File: config.mk
export PLATFORM = sky130hd
export DESIGN_NAME = fors_queue
export DESIGN_NICKNAME = d
export VERILOG_FILES = /design/src/hdl/fors_pkg.sv /design/src/hdl/fors_queue.sv
export SDC_FILE = /design/constraint.sdc
export NUM_CORES = 1
export LEC_CHECK = 0
export BUFFER_PORTS_ARGS = -buffer_cell sky130_fd_sc_hd__buf_2
export CORE_MARGIN = 2
export CORE_UTILIZATION = 54
export CTS_BUF_LIST = sky130_fd_sc_hd__clkbuf_2 sky130_fd_sc_hd__clkbuf_4 sky130_fd_sc_hd__clkbuf_8
export DETAILED_ROUTE_END_ITERATION = 8
export PLACE_DENSITY = 0.8
export SYNTH_ARGS = -nofsm -noshare
export SYNTH_HDL_FRONTEND = slang
export SYNTH_SLANG_ARGS = --single-unit
export TNS_END_PERCENT = 50
File: constraint.sdc
create_clock -name clk -period 6.45 [get_ports clk]
set_input_delay 0.3225 -clock clk [delete_from_list [all_inputs] [get_ports clk]]
set_output_delay 0.3225 -clock clk [all_outputs]
set_load 0.01 [all_outputs]
File: src/hdl/fors_pkg.sv
// Shared types, constants and helpers of the flash operation resource scheduler.
`timescale 1ns / 1ps
package fors_pkg;

  localparam int CHANNELS          = 4;
  localparam int LUN_COUNT         = 4;
  localparam int PLANE_COUNT       = 4;
  localparam int PLANE_PARALLELISM = 2;
  localparam int TICK_BITS         = 48;

  localparam int FIELD_W = 48;
  localparam int TW      = (TICK_BITS < FIELD_W) ? TICK_BITS : FIELD_W;
  localparam int DUR_W   = 34;
  localparam int CMP_W   = (TW > DUR_W) ? TW : DUR_W;

  localparam int CACHE_DEPTH = CHANNELS * LUN_COUNT * PLANE_COUNT;
  localparam int LANE_DEPTH  = CHANNELS * LUN_COUNT * PLANE_PARALLELISM;
  localparam int CACHE_IW    = (CACHE_DEPTH > 1) ? $clog2(CACHE_DEPTH) : 1;
  localparam int LANE_IW     = (LANE_DEPTH > 1) ? $clog2(LANE_DEPTH) : 1;
  localparam int CH_IW       = (CHANNELS > 1) ? $clog2(CHANNELS) : 1;

  localparam int QUEUE_DEPTH = 2;
  localparam int QUEUE_PW    = $clog2(QUEUE_DEPTH);

  localparam logic [FIELD_W-1:0] TICK_MASK = FIELD_W'({TW{1'b1}});

  localparam logic [2:0] KIND_READ_TRIGGER = 3'd0;
  localparam logic [2:0] KIND_READ_XFER    = 3'd1;
  localparam logic [2:0] KIND_PROG_XFER    = 3'd2;
  localparam logic [2:0] KIND_PROG_EXEC    = 3'd3;
  localparam logic [2:0] KIND_ERASE        = 3'd4;
  localparam logic [2:0] KIND_STATUS       = 3'd5;

  localparam logic [2:0] CFG_READ_TRIGGER  = 3'd0;
  localparam logic [2:0] CFG_COMMAND       = 3'd1;
  localparam logic [2:0] CFG_XFER_PER_UNIT = 3'd2;
  localparam logic [2:0] CFG_PROG_FIXED    = 3'd3;
  localparam logic [2:0] CFG_PROG_PER_UNIT = 3'd4;
  localparam logic [2:0] CFG_ERASE         = 3'd5;
  localparam logic [2:0] CFG_STATUS        = 3'd6;
  localparam logic [2:0] CFG_TICK_LIMIT    = 3'd7;

  typedef struct packed {
    logic [2:0]         kind;
    logic [1:0]         regions;
    logic [2:0]         channel;
    logic [2:0]         lun;
    logic [2:0]         plane;
    logic [FIELD_W-1:0] now_tick;
  } req_t;

  typedef struct packed {
    logic               accepted;
    logic [FIELD_W-1:0] start_at;
    logic [FIELD_W-1:0] finish_at;
    logic               res_kind;
  } rsp_t;

  // A classified request as it waits between the front and back ends.
  typedef struct packed {
    logic                ok;
    logic                xfer;
    logic [DUR_W-1:0]    dur;
    logic [TW-1:0]       now;
    logic [CH_IW-1:0]    ch_idx;
    logic [CACHE_IW-1:0] cache_idx;
    logic [LANE_IW-1:0]  lane_idx;
  } job_t;

  // Plane number modulo the plane parallelism, by repeated subtraction on a 3-bit value.
  function automatic logic [3:0] plane_lane(input logic [2:0] p);
    logic [3:0] r;
    r = {1'b0, p};
    for (int i = 0; i < 8; i++) begin
      if (r >= 4'(PLANE_PARALLELISM)) begin
        r = r - 4'(PLANE_PARALLELISM);
      end
    end
    return r;
  endfunction

endpackage

File: src/hdl/fors_queue.sv
// Two-entry queue of classified requests between the front and back ends.
`timescale 1ns / 1ps
module fors_queue (
  input  logic           clk,
  input  logic           rst,
  input  logic           push,
  input  fors_pkg::job_t push_data,
  output logic           full,
  input  logic           pop,
  output fors_pkg::job_t head,
  output logic           empty
);
  import fors_pkg::*;

  job_t                slot [QUEUE_DEPTH];
  logic [QUEUE_PW-1:0] wr_ptr;
  logic [QUEUE_PW-1:0] rd_ptr;
  logic [QUEUE_PW:0]   count;

  assign full  = (count == (QUEUE_PW + 1)'(QUEUE_DEPTH));
  assign empty = (count == '0);
  assign head  = slot[rd_ptr];

  always_ff @(posedge clk) begin
    if (push) begin
      slot[wr_ptr] <= push_data;
    end
  end

  always_ff @(posedge clk) begin
    if (rst) begin
      wr_ptr <= '0;
      rd_ptr <= '0;
      count  <= '0;
    end else begin
      if (push) begin
        wr_ptr <= (wr_ptr == QUEUE_PW'(QUEUE_DEPTH - 1)) ? '0 : wr_ptr + 1'b1;
      end
      if (pop) begin
        rd_ptr <= (rd_ptr == QUEUE_PW'(QUEUE_DEPTH - 1)) ? '0 : rd_ptr + 1'b1;
      end
      if (push && !pop) begin
        count <= count + 1'b1;
      end else if (pop && !push) begin
        count <= count - 1'b1;
      end
    end
  end

endmodule

Word level (Yosys, flattened, before mapping)
Memory sizes are Yosys's and may differ from the RTL's. A register that Yosys moved wholly into a read port is not among the register bits.
Cells that the tools add are included.
- bits in writable memories: 194
- logic and storage cells: 23
- flip-flop bits (word level): 4
- memories: 1
- input bits: 101
- output and inout port bits: 99
- memory list (name ; words ; bits a word ; rd ports ; clocked after memory_dff ; write ports ; line ; source):
    slot ; 2 ; 97 ; 1 ; 1 ; 1 ; fors_queue.sv:15 ; job_t slot [QUEUE_DEPTH];
- reductions and logical operators: 6
- equal/unequal tests: 1
- add/subtract/negate cells: 4
- multiplexer cells: 8
- operator list (cell ; count):
    two-way mux 1 bit ; 6
    two-way mux 2 bit ; 2
    adder 1 bit (second input constant) ; 2
    adder 2 x 1 -> 2 bit (second input constant) ; 1
    == test 2 bit (second input constant) ; 1
    logical AND 1 bit ; 2
    zero test 1 bit ; 2
    zero test 2 bit ; 1
    nonzero test 2 bit ; 1
    subtractor 2 x 1 -> 2 bit (second input constant) ; 1

Logic depth before layout (Yosys ltp)
Gate-level depths: netlist of run 1.
- word-level depth: 4
- gate-level depth with buffers: 5
- gate-level depth less buffers: 5

Least setup slack after synthesis of run 1
No wires, ideal clock.
- kind: register to register
- from: register wr_ptr
- to: memory slot[0][0] (netlist name) (enable)
- stages on the path, launching flop included: 2
- path slack: 1.262 ns
- period minus slack after synthesis: 5.188 ns
- library setup time: 0.565 ns
- required time: 5.885 ns
- data arrival time: 4.623 ns
- path buffers: 0
- cells stage by stage: dfxtp_1 nor2b_1
- RTL lines (item ; line ; source):
    start, declared ; fors_queue.sv:16 ; logic [QUEUE_PW-1:0] wr_ptr;
    start signal, assigned ; fors_queue.sv:37 ; wr_ptr <= (wr_ptr == QUEUE_PW'(QUEUE_DEPTH - 1)) ? '0 : wr_ptr + 1'b1;
    end, declared ; fors_queue.sv:15 ;
No word-level cell before the write port.

==> impl_metrics.tcl, run 1 <==
set metrics [dict create \
    status "finished, final reports clean" \
    ant_nets 0 \
    drcViolationCount 0 \
    cts_tree "done" \
    fillers 919 \
    clock_latency_ns 0.46 \
    min_period_ns 2.91 \
    rr_worst_depth 2 \
    worst_slew_pin_slew_ns 0.768 \
    p_per_area_mw_per_mm2 295 \
    ys_ff_latch 199 \
    skew_ns 0.00451 \
    gp_congestion 0.744 \
    diodes 0 \
    gr-total-overflow 0 \
    ys.flop_type "edfxtp_1" \
    leakagePower_nw 3.41 \
    grt_max_degree 59 \
    vias 3616 \
    maxSlewViolCount 0 \
    antenna_found_initial 0 \
    grt_usage_pct 18.4 \
    ctsResizeCount 0 \
    hold_viol 0 \
    pre_cts_ws_ns 4.00 \
    drt-total-wl_mm 12.8 \
    rsz0062_at_grt "no" \
    avgSynthCellArea_um2 22.6 \
    drive_gt1_share_pct 60.9 \
    die_w_um 120 \
    via_per_inst 4.99 \
    vdd_ir_drop_max_v 0.000178 \
    yosys.area.top_type "edfxtp_1" \
    final_area_mm2 0.00889 \
    clockRootBuffer "clkbuf_8" \
    startpoint_type "register" \
    yosys-top-cells-count "edfxtp_1 (194), mux2_2 (67), mux2_4 (30)" \
    synth_area_leaders "edfxtp_1 (80%), mux2_2 (10%), mux2_4 (6.2%)" \
    hp-start "push_data[5]" \
    core_area_mm2 0.0132 \
    die_area_mm2 0.0145 \
    post_dp_cell_area_mm2 0.00850 \
    cts.sinks 199 \
    min_path_type "in2reg" \
    fmax_mhz 343 \
    setup_tns_ns 0 \
    final.period_utilization_pct 45.1 \
    cp_max_fo 50 \
    synth.most_common_cell "edfxtp_1" \
    postCtsHoldBufs 0 \
    syn_area_mm2 0.00732 \
    seq_area_mm2 0.00593 \
    grt_first_pass_wirelength_mm 19.5 \
    port_buffers 199 \
    yosysWarningCount 0 \
    fp.dieH_um 120 \
    timing.hold.ws_ns 0.0478 \
    rows 42 \
    hold_depth 1 \
    numCtsBuffers 17 \
    crit_type "reg2out" \
    cp-end-kind "output port" \
    finalSetupViolations 0 \
    ys_seq_area_share_pct 80.9 \
    syn_inst 324 \
    crit_chain "buf_4 -> mux2_2 -> buf_2" \
    worstPathRequired_ns 6.13 \
    syn2layout_area_growth_pct 21.5 \
    drt-initial-drc-count 221 \
    finalWorstSetupSlack_ns 3.54 \
    dpl.hpwl_mm 8.56 \
    num-nets-final 637 \
    path_clk_slew_ns 0.09 \
    reg2reg_setup_slack_ns 4.34 \
    r2r-end "slot[1][56]" \
    slew_headroom_pct 48.8 \
    multi_input_area_mm2 0.00132 \
    path_delay_family "buffers and inverters" \
    syn_nets 426 \
    synth-edff-count 194 \
    cp_num_buf_inv 2 \
    slowest_delay_ns 0.80 \
    finalNonFillerCells 724 \
    ys_types 16 \
    cts_setup_buffers 0 \
    rr_startpoint "wr_ptr" \
    cts_max_path_buffers 2 \
    critical_path_arrival_ns 2.59 \
    drv_cap 0 \
    num_io_pins 200 \
    drt-wirelength-per-cell_um 17.7 \
    grt_pass1_vias 3889 \
    synthArstFlopShare_pct 0 \
    cts_max_level 4 \
    drt_first_pass_iters 4 \
    initial_utilization_pct 55.3 \
    slowest_stage "dfxtp_4" \
    synth_top_area_share_pct 79.6 \
    dp_cells 692 \
    whs_endpoint "slot[0][5]" \
]
==> sequential cells by signal, summed over array words and instances (netlist names), named ones only <==
register / cells
wr_ptr: 1
slot: 194
count: 2
rd_ptr: 1
==> placed cells by master (no fill, tap or decap) <==
master and instances:
a21oi_1 1, and2_4 1, buf_2 199, buf_4 4, bufinv_16 3, clkbuf_4 1
clkbuf_8 17, clkinv_1 1, clkinv_2 6, clkinv_4 2, clkinvlp_4 1, dfxtp_1 4
dfxtp_4 1, edfxtp_1 194, ha_1 1, inv_1 1, inv_6 1, mux2_2 67
mux2_4 30, nor2_1 5, nor2b_1 1, nor2b_4 1, o21ai_0 1, or3_1 1
xnor2_1 2, xor2_1 2
==> per-stage QoR <==
stage / power, W / util (%)
2_1_floorplan: 0.00175 / -
4_1_cts: 0.00265 / 67.2
3_5_place_dp: 0.00188 / 64.2
3_3_place_gp: 0.00186 / 64.2
6_report: 0.00262 / 67.2
5_1_grt: 0.00273 / 67.2
==> layer usage <==
layer	global-route usage [%]	vias to the layer above	part of all wire, %
li1	-	1698	-
met1	18.9	1752	37
met2	30.9	144	50
met3	9.39	22	10
met4	9.16	0	2.3
met5	0	-	0
==> worst register-to-register path, cell delays in order, from the launching register on <==
cell	delay (ns)
dfxtp_1	0.43
and2_4	0.55
buf_4	0.73
==> cell families (layout without fill, tap and decap cells) <==
| kind of cell | Yosys count | in the layout | share of synthesized area (%) |
|---|---|---|---|
| adder cells (fa/ha/maj) | 1 | 1 | 0.171 |
| AND/OR/NAND/NOR | 9 | 9 | 0.598 |
| buffers and inverters | 12 | 236 | 1.23 |
| AO/OA/AOI/OAI | 2 | 2 | 0.137 |
| flip-flops | 199 | 199 | 80.9 |
| XOR/XNOR | 4 | 4 | 0.479 |
| multiplexers | 97 | 97 | 16.5 |
==> power by group <==
part	internal (W)	total (W)	switching (W)
Sequential	0.00151	0.00154	0.0000324
Clock	0.000384	0.000781	0.000397
Combinational	0.000153	0.000304	0.000151
==> worst max-delay path by stage <==
stage | endpoint | slack [ns] | cells past startpoint
floorplan | slot[0][0] | 1.26 | 1
global placement | head[95] | 4.05 | 3
detailed placement | head[28] | 4.00 | 3
CTS | head[28] | 3.46 | 3
global route | head[28] | 3.39 | 3
finish | head[28] | 3.54 | 3
==> area by class of cell <==
cell class,count,area share [%]
Multi-Input combinational cell,113,14.8
Clock buffer,18,2.71
Sequential cell,199,66.7
Tap cell,176,2.48
Clock inverter,14,1.77
Inverter,1,0.0422
Timing Repair Buffer,203,11.5
(Power assumes the default switching activity.)
==> inputs of run 2 (changes only) <==
--- a/config.mk
+++ b/config.mk
@@ -7,10 +7,10 @@
 export LEC_CHECK = 0
 export BUFFER_PORTS_ARGS = -buffer_cell sky130_fd_sc_hd__buf_2
 export CORE_MARGIN = 2
-export CORE_UTILIZATION = 54
+export CORE_UTILIZATION = 49
 export CTS_BUF_LIST = sky130_fd_sc_hd__clkbuf_2 sky130_fd_sc_hd__clkbuf_4 sky130_fd_sc_hd__clkbuf_8
 export DETAILED_ROUTE_END_ITERATION = 8
-export PLACE_DENSITY = 0.8
+export PLACE_DENSITY = 0.76
 export SYNTH_ARGS = -nofsm -noshare
 export SYNTH_HDL_FRONTEND = slang
 export SYNTH_SLANG_ARGS = --single-unit
==> constraint.sdc (replaced) <==
create_clock -name clk -period 2.65 [get_ports clk]
set_input_delay 0.1325 -clock clk [delete_from_list [all_inputs] [get_ports clk]]
set_output_delay 0.1325 -clock clk [all_outputs]
set_load 0.01 [all_outputs]
==> impl_metrics.tcl, run 2 (synthesis results as in run 1) <==
set metrics [dict create \
    ctsResizeCount 0 \
    cts.sinks 199 \
    numCtsBuffers 17 \
    cts_max_path_buffers 2 \
    hold_viol 0 \
    finalSetupViolations 0 \
    initial_utilization_pct 50.2 \
    globalRoute.busiestLayer "met2" \
    slew_headroom_pct 52.4 \
    switchingPower_w 0.00146 \
    min_period_ns 2.06 \
    status "finished, final reports clean" \
    drive_gt1_share_pct 51.2 \
    clock_latency_ns 0.46 \
    drt_first_pass_iters 4 \
    fmax_mhz 486 \
    gp_congestion 0.690 \
    power_w 0.00648 \
    diodes 0 \
    num-nets-final 740 \
    seqPwrFrac_pct 57.3 \
    gr-total-overflow 0 \
    critical_path_arrival_ns 1.92 \
    rows 44 \
    die_area_mm2 0.0159 \
    p_per_area_mw_per_mm2 653 \
    fp.dieH_um 126 \
    min_path_type "in2reg" \
    cts_tree "done" \
    mostFrequentLayoutCells "buf_2 (199), edfxtp_1 (194), dlygate4sd3_1 (101)" \
    use_met3_pct 6.12 \
    clockRootBuffer "clkbuf_8" \
    worstPathRequired_ns 2.52 \
    drt-total-wl_mm 14.1 \
    grt_usage_pct 17.8 \
    cts_setup_buffers 0 \
    leakagePower_nw 3.82 \
    utilization_pct 68.1 \
    largest_reg_flops 194 \
    share_comb_of_total_power_pct 14.1 \
    drcViolationCount 0 \
    postCtsHoldBufs 101 \
    cts_max_level 4 \
    grt_max_degree 53 \
    endpoint "head[25]" \
    rsz0062_at_grt "no" \
    core_area_mm2 0.0146 \
    via_per_inst 4.88 \
    die_w_um 126 \
    p_int_w 0.00502 \
    rr_worst_depth 2 \
    grt_use_met2_pct 30.9 \
    final_common_cell "buf_2" \
    rr_startpoint "wr_ptr" \
    ant_nets 0 \
    antenna_found_initial 0 \
    syn2layout_area_growth_pct 35.6 \
    num_io_pins 200 \
    grt_first_pass_wirelength_mm 21.7 \
    port_buffers 199 \
    vdd_ir_drop_max_v 0.000411 \
    use_met1_pct 20.4 \
    vias 4070 \
    r2r-end "slot[1][20]" \
    drv_cap 0 \
    startpoint_type "register" \
    cp_max_fo 46 \
    dpl.hpwl_mm 8.35 \
    reg_top3 "slot x194, count x2" \
    reg2reg_setup_slack_ns 1.05 \
    cp-end-kind "output port" \
    drt-initial-drc-count 205 \
    p_sw_share_pct 22.5 \
    p_clk_share_pct 28.6 \
    path_clk_slew_ns 0.09 \
    maxSlewViolCount 0 \
    drt-wirelength-per-cell_um 17.0 \
    largest_register "slot" \
    crit_type "reg2out" \
    worst_slew_pin_slew_ns 0.713 \
    skew_ns 0.0135 \
    grt_pass1_vias 4396 \
    final.period_utilization_pct 77.6 \
]
==> run 2: cell types whose count changed in the layout (fill, tap and decap cells not counted) <==
cell           before  now
clkinvlp_4          1    3
clkbuf_4            1    5
bufinv_16           3    2
clkinv_1            1    3
buf_12              0    2
clkinv_2            6    0
clkinv_4            2    0
dlygate4sd3_1       0  101
==> run 2: power by group through the flow <==
stage | Sequential, W | Clock [W] | Combinational (W)
finish | 0.00371 | 0.00186 | 0.000912
global route | 0.00373 | 0.00201 | 0.000983
CTS | 0.00372 | 0.00190 | 0.000913
detailed placement | 0.00379 | 0 | 0.000794
global placement | 0.00378 | 0 | 0.000776
floorplan | 0.00378 | 0 | 0.000474
==> run 2: worst min-delay path by stage <==
stage                       start     endpoint  slack [ns]  cells past startpoint
global placement    push_data[85]  slot[0][85]        0.32                      1
detailed placement   push_data[6]   slot[0][6]        0.32                      1
global route        push_data[39]  slot[1][39]        0.37                      2
floorplan                     rst     count[1]        0.20                      1
CTS                 push_data[56]  slot[1][56]        0.36                      2
finish              push_data[65]  slot[1][65]        0.39                      2
==> run 2: worst max-delay path, cell delays in order (launching register included) <==
cell and delay, ns:
dfxtp_4 0.36, buf_4 0.51, mux2_2 0.42, buf_2 0.14
==> run 2: layout make-up <==
type | count | area [um2]
Timing Repair Buffer | 306 | 2080
Clock buffer | 22 | 272
Inverter | 1 | 3.75
Multi-Input combinational cell | 113 | 1320
Sequential cell | 199 | 5930
Fill cell | 930 | 4660
Clock inverter | 9 | 103
Tap cell | 184 | 230
==> run 2: per-stage QoR <==
step	instance area, um2	cells	setup TNS (ns)	hold WS (ns)	setup WS [ns]
after detailed placement	8550	702	0	0.325	1.07
after CTS	9930	834	0	0.358	0.557
after global routing	9930	834	0	0.365	0.488
after global placement	8550	702	0	0.321	1.08
final	9930	834	0	0.390	0.593
after floorplan	7330	324	-45.72	0.202	-0.471
==> run 2: per-layer routing <==
| layer | share of wire [%] | wire (um) |
|---|---|---|
| met5 | 0 | 0 |
| met4 | 1.7 | 239 |
| met3 | 7.2 | 1020 |
| met2 | 51 | 7250 |
| met1 | 40 | 5640 |
