[src/hdl/fors_pkg.sv]
// Shared types, constants and helpers of the flash operation resource scheduler.
`timescale 1ns / 1ps
package fors_pkg;

  localparam int CHANNELS          = 4;
  localparam int LUN_COUNT         = 4;
  localparam int PLANE_COUNT       = 4;
  localparam int PLANE_PARALLELISM = 2;
  localparam int TICK_BITS         = 48;

  localparam int FIELD_W = 48;
  localparam int TW      = (TICK_BITS < FIELD_W) ? TICK_BITS : FIELD_W;
  localparam int DUR_W   = 34;
  localparam int CMP_W   = (TW > DUR_W) ? TW : DUR_W;

  localparam int CACHE_DEPTH = CHANNELS * LUN_COUNT * PLANE_COUNT;
  localparam int LANE_DEPTH  = CHANNELS * LUN_COUNT * PLANE_PARALLELISM;
  localparam int CACHE_IW    = (CACHE_DEPTH > 1) ? $clog2(CACHE_DEPTH) : 1;
  localparam int LANE_IW     = (LANE_DEPTH > 1) ? $clog2(LANE_DEPTH) : 1;
  localparam int CH_IW       = (CHANNELS > 1) ? $clog2(CHANNELS) : 1;

  localparam int QUEUE_DEPTH = 2;
  localparam int QUEUE_PW    = $clog2(QUEUE_DEPTH);

  localparam logic [FIELD_W-1:0] TICK_MASK = FIELD_W'({TW{1'b1}});

  localparam logic [2:0] KIND_READ_TRIGGER = 3'd0;
  localparam logic [2:0] KIND_READ_XFER    = 3'd1;
  localparam logic [2:0] KIND_PROG_XFER    = 3'd2;
  localparam logic [2:0] KIND_PROG_EXEC    = 3'd3;
  localparam logic [2:0] KIND_ERASE        = 3'd4;
  localparam logic [2:0] KIND_STATUS       = 3'd5;

  localparam logic [2:0] CFG_READ_TRIGGER  = 3'd0;
  localparam logic [2:0] CFG_COMMAND       = 3'd1;
  localparam logic [2:0] CFG_XFER_PER_UNIT = 3'd2;
  localparam logic [2:0] CFG_PROG_FIXED    = 3'd3;
  localparam logic [2:0] CFG_PROG_PER_UNIT = 3'd4;
  localparam logic [2:0] CFG_ERASE         = 3'd5;
  localparam logic [2:0] CFG_STATUS        = 3'd6;
  localparam logic [2:0] CFG_TICK_LIMIT    = 3'd7;

  typedef struct packed {
    logic [2:0]         kind;
    logic [1:0]         regions;
    logic [2:0]         channel;
    logic [2:0]         lun;
    logic [2:0]         plane;
    logic [FIELD_W-1:0] now_tick;
  } req_t;

  typedef struct packed {
    logic               accepted;
    logic [FIELD_W-1:0] start_at;
    logic [FIELD_W-1:0] finish_at;
    logic               res_kind;
  } rsp_t;

  // A classified request as it waits between the front and back ends.
  typedef struct packed {
    logic                ok;
    logic                xfer;
    logic [DUR_W-1:0]    dur;
    logic [TW-1:0]       now;
    logic [CH_IW-1:0]    ch_idx;
    logic [CACHE_IW-1:0] cache_idx;
    logic [LANE_IW-1:0]  lane_idx;
  } job_t;

  // Plane number modulo the plane parallelism, by repeated subtraction on a 3-bit value.
  function automatic logic [3:0] plane_lane(input logic [2:0] p);
    logic [3:0] r;
    r = {1'b0, p};
    for (int i = 0; i < 8; i++) begin
      if (r >= 4'(PLANE_PARALLELISM)) begin
        r = r - 4'(PLANE_PARALLELISM);
      end
    end
    return r;
  endfunction

endpackage

[src/hdl/fors_front.sv]
// Front end: timing registers, duration and address classification of each request.
`timescale 1ns / 1ps
module fors_front (
  input  logic                      clk,
  input  logic                      rst,
  input  logic                      cfg_write,
  input  logic [2:0]                cfg_index,
  input  logic [fors_pkg::FIELD_W-1:0] cfg_data,
  input  fors_pkg::req_t            req,
  output fors_pkg::job_t            job,
  output logic [fors_pkg::TW-1:0]   limit
);
  import fors_pkg::*;

  logic [31:0]        read_trigger_ticks;
  logic [31:0]        cmd_ticks;
  logic [31:0]        xfer_unit_ticks;
  logic [31:0]        program_fixed_ticks;
  logic [31:0]        prog_unit_ticks;
  logic [31:0]        erase_ticks;
  logic [31:0]        stat_ticks;
  logic [FIELD_W-1:0] tick_limit;

  always_ff @(posedge clk) begin
    if (rst) begin
      read_trigger_ticks  <= '0;
      cmd_ticks           <= '0;
      xfer_unit_ticks     <= '0;
      program_fixed_ticks <= '0;
      prog_unit_ticks     <= '0;
      erase_ticks         <= '0;
      stat_ticks          <= '0;
      tick_limit          <= '1;
    end else if (cfg_write) begin
      unique case (cfg_index)
        CFG_READ_TRIGGER:  read_trigger_ticks  <= cfg_data[31:0];
        CFG_COMMAND:       cmd_ticks           <= cfg_data[31:0];
        CFG_XFER_PER_UNIT: xfer_unit_ticks     <= cfg_data[31:0];
        CFG_PROG_FIXED:    program_fixed_ticks <= cfg_data[31:0];
        CFG_PROG_PER_UNIT: prog_unit_ticks     <= cfg_data[31:0];
        CFG_ERASE:         erase_ticks         <= cfg_data[31:0];
        CFG_STATUS:        stat_ticks          <= cfg_data[31:0];
        CFG_TICK_LIMIT:    tick_limit          <= cfg_data;
      endcase
    end
  end

  assign limit = (tick_limit > TICK_MASK) ? TICK_MASK[TW-1:0] : tick_limit[TW-1:0];

  logic [1:0]       units;
  logic [32:0]      xfer_scaled;
  logic [32:0]      prog_scaled;
  logic [DUR_W-1:0] dur;
  logic             kind_ok;
  logic             xfer;
  logic             addr_ok;
  logic [3:0]       lane_in_group;
  int               lun_idx;

  assign units = {1'b0, req.regions[0]} + {1'b0, req.regions[1]};

  // Units is 0, 1 or 2, so the per-unit product is a select of a shift.
  always_comb begin
    case (units)
      2'd1:    xfer_scaled = {1'b0, xfer_unit_ticks};
      2'd2:    xfer_scaled = {xfer_unit_ticks, 1'b0};
      default: xfer_scaled = '0;
    endcase
    case (units)
      2'd1:    prog_scaled = {1'b0, prog_unit_ticks};
      2'd2:    prog_scaled = {prog_unit_ticks, 1'b0};
      default: prog_scaled = '0;
    endcase
  end

  always_comb begin
    kind_ok = 1'b1;
    xfer    = 1'b0;
    unique case (req.kind)
      KIND_READ_TRIGGER: dur = DUR_W'(read_trigger_ticks);
      KIND_READ_XFER, KIND_PROG_XFER: begin
        dur  = DUR_W'(cmd_ticks) + DUR_W'(xfer_scaled);
        xfer = 1'b1;
      end
      KIND_PROG_EXEC: dur = DUR_W'(program_fixed_ticks) + DUR_W'(prog_scaled);
      KIND_ERASE:     dur = DUR_W'(erase_ticks);
      KIND_STATUS: begin
        dur  = DUR_W'(stat_ticks);
        xfer = 1'b1;
      end
      default: begin
        dur     = '0;
        kind_ok = 1'b0;
      end
    endcase
  end

  assign addr_ok = ({1'b0, req.channel} < 4'(CHANNELS)) &&
                   ({1'b0, req.lun} < 4'(LUN_COUNT)) &&
                   ({1'b0, req.plane} < 4'(PLANE_COUNT));

  assign lane_in_group = plane_lane(req.plane);
  assign lun_idx = int'(req.channel) * LUN_COUNT + int'(req.lun);

  always_comb begin
    job.ok   = kind_ok && (dur != '0) && addr_ok;
    job.xfer = xfer;
    job.dur  = dur;
    job.now  = req.now_tick[TW-1:0];
    // Indexes stay at zero for a bad address so that no read leaves the stores.
    if (addr_ok) begin
      job.ch_idx    = CH_IW'(req.channel);
      job.cache_idx = CACHE_IW'(lun_idx * PLANE_COUNT + int'(req.plane));
      job.lane_idx  = LANE_IW'(lun_idx * PLANE_PARALLELISM + int'(lane_in_group));
    end else begin
      job.ch_idx    = '0;
      job.cache_idx = '0;
      job.lane_idx  = '0;
    end
  end

endmodule

[config.mk]
export PLATFORM = sky130hd
export DESIGN_NAME = fors_front
export DESIGN_NICKNAME = d
export VERILOG_FILES = /design/src/hdl/fors_pkg.sv /design/src/hdl/fors_front.sv
export SDC_FILE = /design/constraint.sdc
export NUM_CORES = 1
export LEC_CHECK = 0
export ABC_AREA = 1
export BUFFER_PORTS_ARGS = -buffer_cell sky130_fd_sc_hd__buf_2
export CAP_MARGIN = 20
export CORE_MARGIN = 3
export CORE_UTILIZATION = 57
export DETAILED_ROUTE_END_ITERATION = 16
export PLACE_DENSITY_LB_ADDON = 0.05
export SETUP_SLACK_MARGIN = 0.4
export SYNTH_ARGS = -nofsm -noshare
export SYNTH_HDL_FRONTEND = slang
export SYNTH_SLANG_ARGS = --single-unit
[constraint.sdc]
create_clock -name clk -period 9.77 [get_ports clk]
set_clock_uncertainty 0.2 [all_clocks]
set_input_delay 1.954 -clock clk [delete_from_list [all_inputs] [get_ports clk]]
set_output_delay 1.954 -clock clk [all_outputs]
set_load 0.02 [all_outputs]
# Word-level counts from Yosys, hierarchy flattened
# Index checks and enable logic that the tools add are counted.
# W data, S select, Z words.
# classes
eq_ne	14
mux	15
n_reduce_logical	18
add_sub_neg	14
order_cmp	12
# ops
operator	count
$pmux W34 S5	1
$pmux W33 S2	2
$add A32 B33 Y34	2
$gt A48 B48 Y1 const B	1
$mux W48	1
$reduce_bool A34 Y1	1
$mux W4	8
$ge A4 B2 Y1 const B	7
$sub A4 B2 Y4 const B	7
$eq A3 B3 Y1 const B	6
$reduce_and A2 Y1	8
$mux W13	1
$eq A3 B2 Y1 const B	4
$lt A3 B3 Y1 const B	3
$add A6 B3 Y6	1
$eq A3 B1 Y1 const B	2
$logic_not A3 Y1	2
$reduce_or A6 Y1	1
$add A5 B4 Y5	1
$add A4 B3 Y4	1
$logic_and A1 B1 Y1	4
$sub A3 B2 Y4 const B	1
$ge A3 B2 Y1 const B	1
$reduce_or A3 Y1	1
other kinds (5)	6
# word_totals
output_inout_bits	145
input_bits	116
regBits	272
elab_cells	81

# Depth between registers and ports, before layout
# Gate-level depths: netlist of run 1.
# logic_depth
depth_word	18
depth_mapped	26

# Worst setup path before layout of run 1
# No wires, ideal clock.
# synth_path
path_type	input-to-output
from	input req[57] (netlist name)
to	output job[96] (netlist name)
path_stages	21
required_time_ns	7.616
arrival_ns	4.784
slack_ns	2.832
path_cell_list	inv_1 ha_1 clkbuf_1 clkbuf_1 nand2_1 a21oi_1 ha_1 nand2_1 inv_1 nand2_1 nor3_1 nand2_1 nand2_1 nand2_1 nand2_1 a21oi_1 o21ai_0 nor2_1 nand4_1 nand2_1 inv_1
# synth_rtl
element	line	rtl
start: declaration	fors_front.sv:9	input fors_pkg::req_t req,
end: declaration	fors_front.sv:10	output fors_pkg::job_t job,

==> results of run 1 <==
==> path summary, 6_finish.rpt <==
path,startpoint,end,slack [ns]
hold reg to reg,tick_limit[6],tick_limit[6],0.25
setup / recovery,req[58],job[96],1.35
setup reg to reg,erase_ticks[10],erase_ticks[10],8.82
hold / removal,tick_limit[6],tick_limit[6],0.25
==> cells in the final DEF (no fill, tap or decap), drive strengths merged <==
master | synthesis | layout
o22ai | 3 | 3
nand3 | 201 | 201
ha | 73 | 73
or2 | 8 | 8
xnor2 | 4 | 4
a22o | 12 | 12
inv | 335 | 338
o211ai | 2 | 2
nand4 | 19 | 19
buf | 66 | 188
fa | 3 | 3
nand2 | 766 | 766
nor3 | 17 | 17
conb | 1 | 3
nor2 | 541 | 541
diode | 0 | 1
nand3b | 16 | 16
clkinvlp | 0 | 2
a21oi | 138 | 138
nor4 | 2 | 2
o21ai | 236 | 236
and2 | 8 | 8
a21o | 1 | 1
clkbuf | 179 | 43
dfxtp | 272 | 272
a221oi | 14 | 14
clkinv | 3 | 9
o21bai | 2 | 2
==> layout make-up <==
class / count / area share, %
well taps: 390 / 2.590
clock buffers: 43 / 4.887
clock inverters: 11 / 0.4316
repair buffers: 188 / 5.378
inverters: 338 / 6.760
flip-flops and latches: 272 / 28.90
multi-input cells: 2069 / 51.04
diodes: 1 / 0.01328
==> metal layers <==
metal  track usage [%]  wire [µm]  vias to the layer above  share of wire [%]
met4             10.57       1676                        2                2.8
met2             53.53      25290                      889                 43
met5                 0         13                        -              0.022
met1             49.12      25570                     8498                 43
met3             8.073       6525                      132                 11
li1                  -          -                     9028                  -
==> registers in the layout, summed over array words and instances, names as in the netlist <==
name	flops
cmd_ticks	32
erase_ticks	32
prog_unit_ticks	32
program_fixed_ticks	32
read_trigger_ticks	32
stat_ticks	32
tick_limit	48
xfer_unit_ticks	32
==> kinds of logic (layout without fill, tap and decap cells) <==
group / count (synthesis) / count (layout) / synth area share (%)
DFF: 272 / 272 / 31.19
buffers and inverters: 583 / 580 / 13.96
AOI/OAI and AO/OA: 408 / 408 / 12.43
and+or+nand+nor: 1578 / 1578 / 36.63
other: 1 / 4 / 0.02148
adders and majority gates: 76 / 76 / 5.575
xor gates and xnor gates: 4 / 4 / 0.2006
==> through the flow <==
step	power, mW	area (µm²)	worst slack, ns
2_1_floorplan	1.418	17470	2.832
3_3_place_gp	1.485	17840	1.659
3_5_place_dp	1.493	17840	1.570
4_1_cts	2.610	18840	1.551
5_1_grt	2.695	18840	1.188
6_report	2.608	18840	1.355
==> critical path: stages <==
cell     delay (ns)
buf_2          0.09
ha_2           0.82
inv_1          0.14
o22ai_1        0.19
nand2_1        0.11
inv_1          0.07
ha_1           0.24
nand2_1        0.07
nand2_1        0.08
nand3_1        0.09
nand2_1        0.21
o21ai_0        0.59
nand3_1        0.23
nor2_1         0.14
nand3_1        0.14
nor3_1         0.40
nand4_1        0.34
nand2_1        0.14
inv_1          0.04
buf_2          0.15
==> power by group <==
| group | internal [mW] | switching [mW] |
|---|---|---|
| Clock | 0.656 | 0.474 |
| Sequential | 1.15 | 0.0230 |
| Combinational | 0.0882 | 0.219 |
==> summary.md, run 1 <==
| Metric | Value |
|---|---|
| GP Congestion | 1.068 |
| DPL Wire Length | 43,550 µm |
| DIE HEIGHT | 181.0 µm |
| Layout cells sized above 1 | 9.449% |
| YS warnings | 0 |
| Drt wl/cell | approximately 18 µm |
| Postcts setup bufs | 0 |
| Worst Path Required | 7.62 ns |
| Mean Syn Cell Area | 5.976 µm² |
| Top cell type's share of synthesized area | 31.19% |
| Post-synth EDFFs | 0 |
| Vias per inst | 5.601 |
| Classification of the worst setup path | in2out |
| Hold WS | between 0.2 and 0.3 ns |
| Total CTS buffers | 30 |
| Unrepaired setup endpoints after global routing | false |
| Multi-input logic area | 9618 µm² |
| PostCTS Resize Cnt | 0 |
| # hold bufs at CTS | 0 |
| Clock slew at reported path FFs | ~0.06 ns |
| Routed Antenna Nets | 0 |
| Period minus WS final | 8.415 ns |
| Hold Path Class | reg2reg |
| Data arrival, critical path | 6.26 ns |
| Worst slew margin | 26.70% |
| Maximum VDD drop | 0.0001551 V |
| Synthesis-to-layout area growth | 7.918% |
| Die W | around 180 µm |
| CP Max Fanout | 39 |
| Final setup fails | 0 |
| Post-synthesis cell count | approximately 2.9k |
| Overall die area | 32,770 µm² |
| Starting Density | 58.29% |
| Netlist Area Pre-Place | 17,460 µm² |
| FMAX | 118.8 MHz |
| Initial antenna violation count | 2 |
| I/O pins | 261 |
| Max clock buf depth | 3 |
| Nets | between 3k and 4k |
| MaxCap Viol Count | 0 |
| Top post-synthesis cells by count | nand2_1, nor2_1, inv_1 |
| Tcrit/Tclk final | between 80% and 90% |
| Reg2Reg Depth | 2 |
| Seq cells post-synth | 272 |
| DRT iter0 DRCs | about 1.8k |
| Port Buffers | 164 |
| Post-synth ARST share | 0% |
| Area of the core | roughly 30,000 µm² |
| Synth area leaders | dfxtp_1, nand2_1, nor2_1 |
| Top_reg_cell synth | dfxtp_1 |
| Largest net degree at the start of global routing | 151 |
| Min-Delay Path Depth | 2 |
| Worst Tran Pin Value | 1.099 ns |
| Root Buffer | clkbuf_16 |
| # rows | 63 |
| Startpoint types | primary input |
| Unique cell type count in the Yosys netlist | 43 |
| Total track usage | 34.92% |
| Status | finished clean |
| Post-synthesis sequential area ratio | between 30% and 40% |
| Final TNS setup | 0 ns |
| Max-slew violations | 0 |
| Router iterations before antenna repair | 6 |
| Final std cells w/o fill | ~3.3k |
| DRC errors left | 0 |
| Overflow after GRT | 0 |
| Final wirelength | 59,070 µm |
| Worst skew pair latency | 0.57 ns |
| Vias in the first global route | between 15k and 20k |
| Area leader, netlist | dfxtp_1 |
| Post-layout util | 62.91% |
| Final-report hold violation count | 0 |
| Routed vias | ~19k |
| Fillers | 2,866 |
| Leak Pwr | 9.869 nW |
| Most frequent cell after synthesis | nand2_1 |
| Global-route wire length before repair | 92,920 µm |
| Register area | 5445 µm² |
| Cells after DPL | 3,257 |
| CTS tree | yes |
| TritonCTS Sinks | 272 |
| Htree depth | 1 |
| Critical Path End Type | primary output |
| PD cells | 138.4 nW/µm² |
(Power assumes the default switching activity.)
==> run 2: changes to the inputs <==
- clock period: 9.77 -> 8.74 ns (I/O delays scaled with it)
==> run 2 against run 1 <==
  * Die area did not move
  * Utilization rose by 0.28 points
  * Clock-buffer cell count fell by 5
  * Combinational power rose by 13%
  * First-iteration DRC count rose by 4.0%
  * Via count rose by 1.0%
  * Register-to-register slack got worse by 1.0 ns
  * Largest power group is now the clock network
  * Cell area rose by 0.44%
  * Global-route usage rose by 1.0 points
  * Setup slack got worse by 0.75 ns
==> summary.md, run 2 (synthesized netlist as in run 1, its figures left out) <==
| Metric | Value |
|---|---|
| Unrepaired setup endpoints after global routing | false |
| Vias per inst | 5.657 (+1.0%) |
| Final-report hold violation count | 0 (unchanged) |
| Status | finished clean |
| Period minus WS final | 8.132 ns |
| Htree depth | 1 (unchanged) |
| Largest net degree at the start of global routing | 145 (-4.0%) |
| Layout cells sized above 1 | 9.548% (+0.099 points) |
| Final TNS setup | 0 ns (unchanged) |
| Max FFs per register | 48 (unchanged) |
| Clock slew at reported path FFs | 0.06 ns (about the same) |
| FMAX | 123.0 MHz |
| Most common cell after layout, fill and taps aside | nand2_1 |
| Vias in the first global route | 17.72k (+2.5%) |
| Hold Path Class | reg2reg |
| Worst Path Required | 6.79 ns (-0.83 ns) |
| Max-slew violations | 0 (unchanged) |
| Data arrival, critical path | 6.18 ns (-0.08 ns) |
| GP Congestion | 1.003 (-6.1%) |
| Final setup fails | 0 (unchanged) |
| DIE HEIGHT | 181.0 µm (unchanged) |
| DRT iter0 DRCs | 1,829 (+4.0%) |
| Leak Pwr | 9.919 nW (+0.50%) |
| Nets | 3,091 (unchanged) |
| Max clock buf depth | 3 (unchanged) |
| Power share of the sequential group | 43.1% (-1.8 points) |
| Final wirelength | 60,810 µm (+2.9%) |
| Port Buffers | 164 (unchanged) |
| Initial antenna violation count | 0 (-2) |
| MaxCap Viol Count | 0 (unchanged) |
| Overflow after GRT | 0 (unchanged) |
| PD cells | 160.5 nW/µm² (+16%) |
| Switching component of the power | 0.8179 mW (+14%) |
| Maximum VDD drop | 0.0001782 V (+15%) |
| Drt wl/cell | 18.36 µm (+2.9%) |
| Int Pwr | 2.219 mW (+17%) |
| Switching Fraction | 26.93% (-0.50 points) |
| # hold bufs at CTS | 0 (unchanged) |
| # rows | 63 (unchanged) |
| Total track usage | 35.97% (+1.0 points) |
| Final instance area | 18,930 µm² (+0.44%) |
| Worst Tran Pin Value | 1.129 ns (+0.02907 ns) |
| Worst skew pair latency | 0.57 ns (about the same) |
| Fillers | 2,802 (-2.2%) |
| Global-route wire length before repair | 95,510 µm (+2.8%) |
| I/O pins | 261 (unchanged) |
| Clk pwr share | 45.4% (+2.1 points) |
| Die W | 181.0 µm (unchanged) |
| Classification of the worst setup path | in2out |
| Starting Density | 58.29% (unchanged) |
| Routed vias | 18.74k (+1.0%) |
| Register with the most flip-flops | tick_limit |
| Worst slew margin | 24.76% (-1.9 points) |
| Critical Path End Type | primary output |
| Startpoint types | primary input |
| TritonCTS Sinks | 272 (unchanged) |
| Router iterations before antenna repair | 11 (+5) |
| Tcrit/Tclk final | 93.04% |
| Total CTS buffers | 29 (-3.3%) |
| Root Buffer | clkbuf_16 |
| CTS tree | yes |
| Area of the core | 29,950 µm² (unchanged) |
| PostCTS Resize Cnt | 0 (unchanged) |
| Antenna Cells | 0 (-1) |
| Area post-placement | 17,850 µm² (about the same) |
| Routed Antenna Nets | 0 (unchanged) |
| DPL Wire Length | 45,220 µm (+3.8%) |
| Combinational power share | 11.5% (-0.3 points) |
| Postcts setup bufs | 0 (unchanged) |
| CP Max Fanout | 10 (-74%) |
| Synthesis-to-layout area growth | 8.392% |
| DRC errors left | 0 (unchanged) |
| Most frequent cells in the layout | nand2_1, nor2_1, inv_1, dfxtp_1, o21ai_0 |
| Overall die area | 32,770 µm² (unchanged) |
run 2: cell count changes in the layout (fill, tap and decap cells not counted), moves of 2 or more:
cell / before / now
bufinv_16: 0 / 5
clkbuf_1: 2 / 0
clkbuf_16: 31 / 29
clkinvlp_4: 2 / 0
inv_6: 3 / 5
run 2: power by group through the flow:
| stage | logic, mW | registers (mW) | clock network, mW |
|---|---|---|---|
| finish | 0.348 | 1.31 | 1.38 |
| global route | 0.377 | 1.31 | 1.44 |
| CTS | 0.338 | 1.31 | 1.39 |
| detailed placement | 0.335 | 1.33 | 0 |
| global placement | 0.327 | 1.33 | 0 |
| floorplan | 0.258 | 1.33 | 0 |
run 2: metrics by stage:
step	power (mW)	util (%)	cells	setup WS, ns	hold WS, ns
floorplan	1.585	-	2924	2.214	0.2270
global placement	1.661	59.58	3258	0.8505	0.2317
detailed placement	1.670	59.58	3258	0.8134	0.2371
CTS	3.035	63.18	3312	0.7997	0.2538
global route	3.132	63.18	3312	0.4473	0.2701
finish	3.037	63.18	3312	0.6085	0.2518
run 2: final cells by class:
| cell class | count | area, µm² | share of cell area [%] |
|---|---|---|---|
| clock buffer | 38 | 849.6 | 4.489 |
| clock inverter | 16 | 230.2 | 1.216 |
| inverter | 338 | 1274 | 6.730 |
| multi-input combinational | 2069 | 9618 | 50.82 |
| sequential | 272 | 5445 | 28.77 |
| tap | 390 | 488.0 | 2.578 |
| timing repair buffer | 189 | 1021 | 5.395 |
run 2: worst max-delay path, cell delays in order:
cell     delay, ns
buf_2         0.09
inv_1         0.04
ha_2          0.35
buf_4         0.19
inv_1         0.10
nor3_1        0.43
ha_1          0.32
inv_1         0.07
fa_1          0.37
inv_1         0.16
nand3_1       0.10
nand3_1       0.17
nand3_1       0.11
nand3_1       0.19
nand2_1       0.08
nand2_1       0.09
nand3_1       0.17
nor2_1        0.15
nand2_1       0.09
nor3_1        0.43
nand4_1       0.37
nand2_1       0.15
inv_1         0.05
buf_2         0.15
run 2: path summary, 6_finish.rpt:
kind	endpoint	slack [ns]	cells past startpoint	from
setup / recovery	job[96]	0.61	24	req[58]
hold / removal	tick_limit[18]	0.25	2	tick_limit[18]
setup reg to reg	prog_unit_ticks[20]	7.78	2	prog_unit_ticks[20]
hold reg to reg	tick_limit[18]	0.25	2	tick_limit[18]
run 2: layer usage:
layer	vias to the layer above	global-route usage (%)	wire length, µm
li1	9018	-	-
met1	8615	50.15	26040
met2	971	57.80	26950
met3	133	6.765	6275
met4	0	8.988	1543
met5	-	0	0
==> run 3: changes to the inputs <==
- ABC_AREA: 1 -> not set
- PLACE_DENSITY: not set -> 0.85
- PLACE_DENSITY_LB_ADDON: 0.05 -> not set
==> run 3 against run 2 <==
  * Synthesized area decreased by 5.5%
  * Clock power shrank 14%
  * Synthesized cell count is 22% lower
  * Routed wire length decreased by 17%
  * Sequential cell count is the same
  * Global-route usage down 4.7 points
==> summary.md, run 3 <==
| Metric | Value |
|---|---|
| Mean Syn Cell Area | 7.200 µm² (+20%) |
| Post-synthesis cell count | 2,291 (-22%) |
| Htree depth | 1 (unchanged) |
| Crit-path cells | buf_2 > inv_1 > ha_4 > a22oi_1 > or2_2 > inv_1 > ha_1 > a21o_1 > a21oi_1 > xnor2_1 > a221o_1 > nor4_2 > and4b_1 > or4bb_1 > nor4_1 > nand4_1 > nor4_2 > a221oi_1 > buf_2 |
| # rows | 61 (-3.2%) |
| Fillers | 2,396 (-14%) |
| Reg2Reg Depth | 2 (unchanged) |
| Final TNS setup | 0 ns (unchanged) |
| Final wirelength | 50,640 µm (-17%) |
| Starting Density | 58.57% (+0.28 points) |
| Crit-path leading delay family | simple AND/OR/NAND/NOR gates |
| GP Congestion | 0.9753 (-2.8%) |
| TritonCTS Sinks | 272 (unchanged) |
| Most frequent cells in the layout | nand2_1, a21oi_1, dfxtp_1, buf_2, nor2_1 |
| Largest net degree at the start of global routing | 159 (+9.7%) |
| Status | finished clean |
| Vias per inst | 6.176 (+9.2%) |
| Maximum VDD drop | 0.0001486 V (-17%) |
| YS warnings | 0 (unchanged) |
| Layout cells sized above 1 | 13.15% (+3.6 points) |
| Top cell type's share of synthesized area | 33.01% (+1.8 points) |
| Post-synthesis sequential area ratio | 33.01% (+1.8 points) |
| PD cells | 156.4 nW/µm² (-2.5%) |
| Final-report hold violation count | 0 (unchanged) |
| Hold Path Origin | stat_ticks[7] |
| Int Pwr | 2.068 mW (-6.8%) |
| PostCTS Resize Cnt | 0 (unchanged) |
| Tcrit/Tclk final | 93.44% (+0.40 points) |
| Total CTS buffers | 27 (-6.9%) |
| Critical path's largest stage delay | 0.45 ns (+0.02 ns) |
| Classification of the worst setup path | in2out |
| Worst slew margin | 30.40% (+5.6 points) |
| Hold Path Class | reg2reg |
| Total track usage | 31.31% (-4.7 points) |
| Most frequent cell after synthesis | nand2_1 |
| Switching Fraction | 25.72% (-1.2 points) |
| Netlist Area Pre-Place | 16,490 µm² (-5.5%) |
| Post-synth ARST share | 0% (unchanged) |
| Vias in the first global route | 15.24k (-14%) |
| FMAX | 122.4 MHz (-0.43%) |
| Worst r2r dst | program_fixed_ticks[18] |
| Critical path buffers and inverters | 4 (-4) |
| Worst r2r src | program_fixed_ticks[18] |
| Top_reg_cell synth | dfxtp_1 |
| Data arrival, critical path | 6.22 ns (+0.04 ns) |
| CP Max Fanout | 22 (+12) |
| Clock slew at reported path FFs | 0.06 ns (about the same) |
| Max clock buf depth | 3 (unchanged) |
| CTS tree | yes |
| Router iterations before antenna repair | 6 (-5) |
| Unique cell type count in the Yosys netlist | 78 (+81%) |
| Area leader, netlist | dfxtp_1 |
| Seq cells post-synth | 272 (unchanged) |
| Worst skew pair latency | 0.53 ns (-0.04 ns) |
| I/O pins | 261 (unchanged) |
| Startpoint types | primary input |
| Clk pwr share | 42.3% (-3.1 points) |
| Combinational power share | 11.3% (-0.2 points) |
| Die W | 176.1 µm (-2.7%) |
| DRC errors left | 0 (unchanged) |
| Critical Path End Type | primary output |
| Worst Path Required | 6.79 ns (about the same) |
| MaxCap Viol Count | 0 (unchanged) |
| Unrepaired setup endpoints after global routing | false |
| Overall die area | 31,010 µm² (-5.4%) |
| FF-to-FF setup slack | 7.75 ns (-0.03 ns) |
| Overflow after GRT | 0 (unchanged) |
| Most common cell after layout, fill and taps aside | nand2_1 |
| Slowest-stage cell, CP | ha_4 |
| Min-Delay Path Depth | 2 (unchanged) |
| Initial antenna violation count | 1 (+1) |
| Root Buffer | clkbuf_16 |
| Routed vias | 16.34k (-13%) |
| Period minus WS final | 8.167 ns (+0.03522 ns) |
| Register with the most flip-flops | tick_limit |
| Final setup fails | 0 (unchanged) |
| # hold bufs at CTS | 0 (unchanged) |
| Synth area leaders | dfxtp_1, nand2_1, a21oi_1 |
| Max-slew violations | 0 (unchanged) |
| Hold WS | 0.2544 ns (+0.002572 ns) |
| Area of the core | 28,160 µm² (-6.0%) |
| Endpoint, Worst Hold | stat_ticks[7] |
| Synthesis-to-layout area growth | 7.919% |
| Routed Antenna Nets | 0 (unchanged) |
| DIE HEIGHT | 176.1 µm (-2.7%) |
| Top post-synthesis cells by count | nand2_1, a21oi_1, dfxtp_1 |
| Nets | 2,440 (-21%) |
| Post-synth EDFFs | 0 (unchanged) |
| Leak Pwr | 7.123 nW (-28%) |
| Max FFs per register | 48 (unchanged) |
| Power share of the sequential group | 46.3% (+3.2 points) |
| DRT iter0 DRCs | 1,935 (+5.8%) |
| DPL Wire Length | 36,770 µm (-19%) |
| Global-route wire length before repair | 80,230 µm (-16%) |
| Postcts setup bufs | 0 (unchanged) |
| Switching component of the power | 0.7163 mW (-12%) |
| Worst Tran Pin Value | 1.044 ns (-0.08458 ns) |
| Drt wl/cell | 19.14 µm (+4.2%) |
| Port Buffers | 164 (unchanged) |
[run 3: cell types whose count changed after synthesis, moves of 19 or more]
cell / before / now
buf_4: 51 / 70
xor2_1: 0 / 23
nand3_1: 198 / 29
mux2_2: 0 / 26
a22oi_1: 0 / 86
nand3b_1: 15 / 51
a21oi_1: 137 / 312
xnor2_1: 4 / 26
nand2_1: 763 / 619
o21ai_0: 235 / 47
inv_1: 333 / 15
nor2_1: 538 / 161
[run 3: per-layer routing]
| layer | GRT usage [%] | share of wire (%) |
|---|---|---|
| met4 | 7.555 | 2.3 |
| met3 | 7.032 | 13 |
| met5 | 0 | 0 |
| met2 | 46.26 | 42 |
| met1 | 46.32 | 43 |
[run 3: logic make-up (layout without fill, tap and decap cells)]
| family | count (synthesis) | after routing | synth area share, % |
|---|---|---|---|
| other | 1 | 4 | 0.02273 |
| AND/OR/NAND/NOR | 988 | 988 | 26.02 |
| AO/OA/AOI/OAI | 575 | 575 | 21.39 |
| buffers and inverters | 289 | 263 | 8.367 |
| multiplexers | 41 | 41 | 2.685 |
| flip-flops | 272 | 272 | 33.01 |
| adder cells (fa/ha/maj) | 76 | 76 | 5.902 |
| XOR/XNOR | 49 | 49 | 2.602 |
[run 3: area by class of cell]
| type | instances | area [µm²] | share of cell area [%] |
|---|---|---|---|
| Antenna cell | 1 | 2.502 | 0.01406 |
| Clock buffer | 40 | 804.5 | 4.520 |
| Clock inverter | 8 | 106.4 | 0.5975 |
| Inverter | 16 | 60.06 | 0.3374 |
| Multi-Input combinational cell | 1732 | 9752 | 54.78 |
| Sequential cell | 272 | 5445 | 30.59 |
| Tap cell | 378 | 473.0 | 2.657 |
| Timing Repair Buffer | 199 | 1157 | 6.502 |
[run 3: per-stage QoR]
| stage | total power, mW | cell area, µm² | instances | utilization (%) | setup slack, ns |
|---|---|---|---|---|---|
| 6_report | 2.784 | 17800 | 2646 | 63.21 | 0.5733 |
| 5_1_grt | 2.871 | 17800 | 2645 | 63.20 | 0.3907 |
| 4_1_cts | 2.774 | 17700 | 2642 | 62.83 | 0.4264 |
| 3_5_place_dp | 1.616 | 16780 | 2594 | 59.60 | 0.4384 |
| 3_3_place_gp | 1.608 | 16760 | 2593 | 59.50 | 0.4763 |
| 2_1_floorplan | 1.559 | 16500 | 2293 | - | 1.049 |
[run 3: how the worst max path moves through the flow]
stage / startpoint / endpoint / slack, ns / depth (start not counted)
2_1_floorplan: req[57] / job[96] / 1.05 / 18
3_3_place_gp: req[58] / job[96] / 0.48 / 18
3_5_place_dp: req[57] / job[96] / 0.44 / 18
4_1_cts: req[57] / job[96] / 0.43 / 18
5_1_grt: req[57] / job[96] / 0.39 / 19
6_report: req[57] / job[96] / 0.57 / 19
[run 3: worst min-delay path, cell delays in order, from the launching register on]
cell and delay [ns]:
dfxtp_1 0.31, nand2_1 0.05, a21oi_1 0.05
[run 3: power by group through the flow]
stage,clock [mW],sequential (mW),combinational (mW)
3_5_place_dp,0,1.32,0.301
4_1_cts,1.18,1.29,0.303
2_1_floorplan,0,1.31,0.250
3_3_place_gp,0,1.31,0.293
5_1_grt,1.24,1.29,0.341
6_report,1.18,1.29,0.315
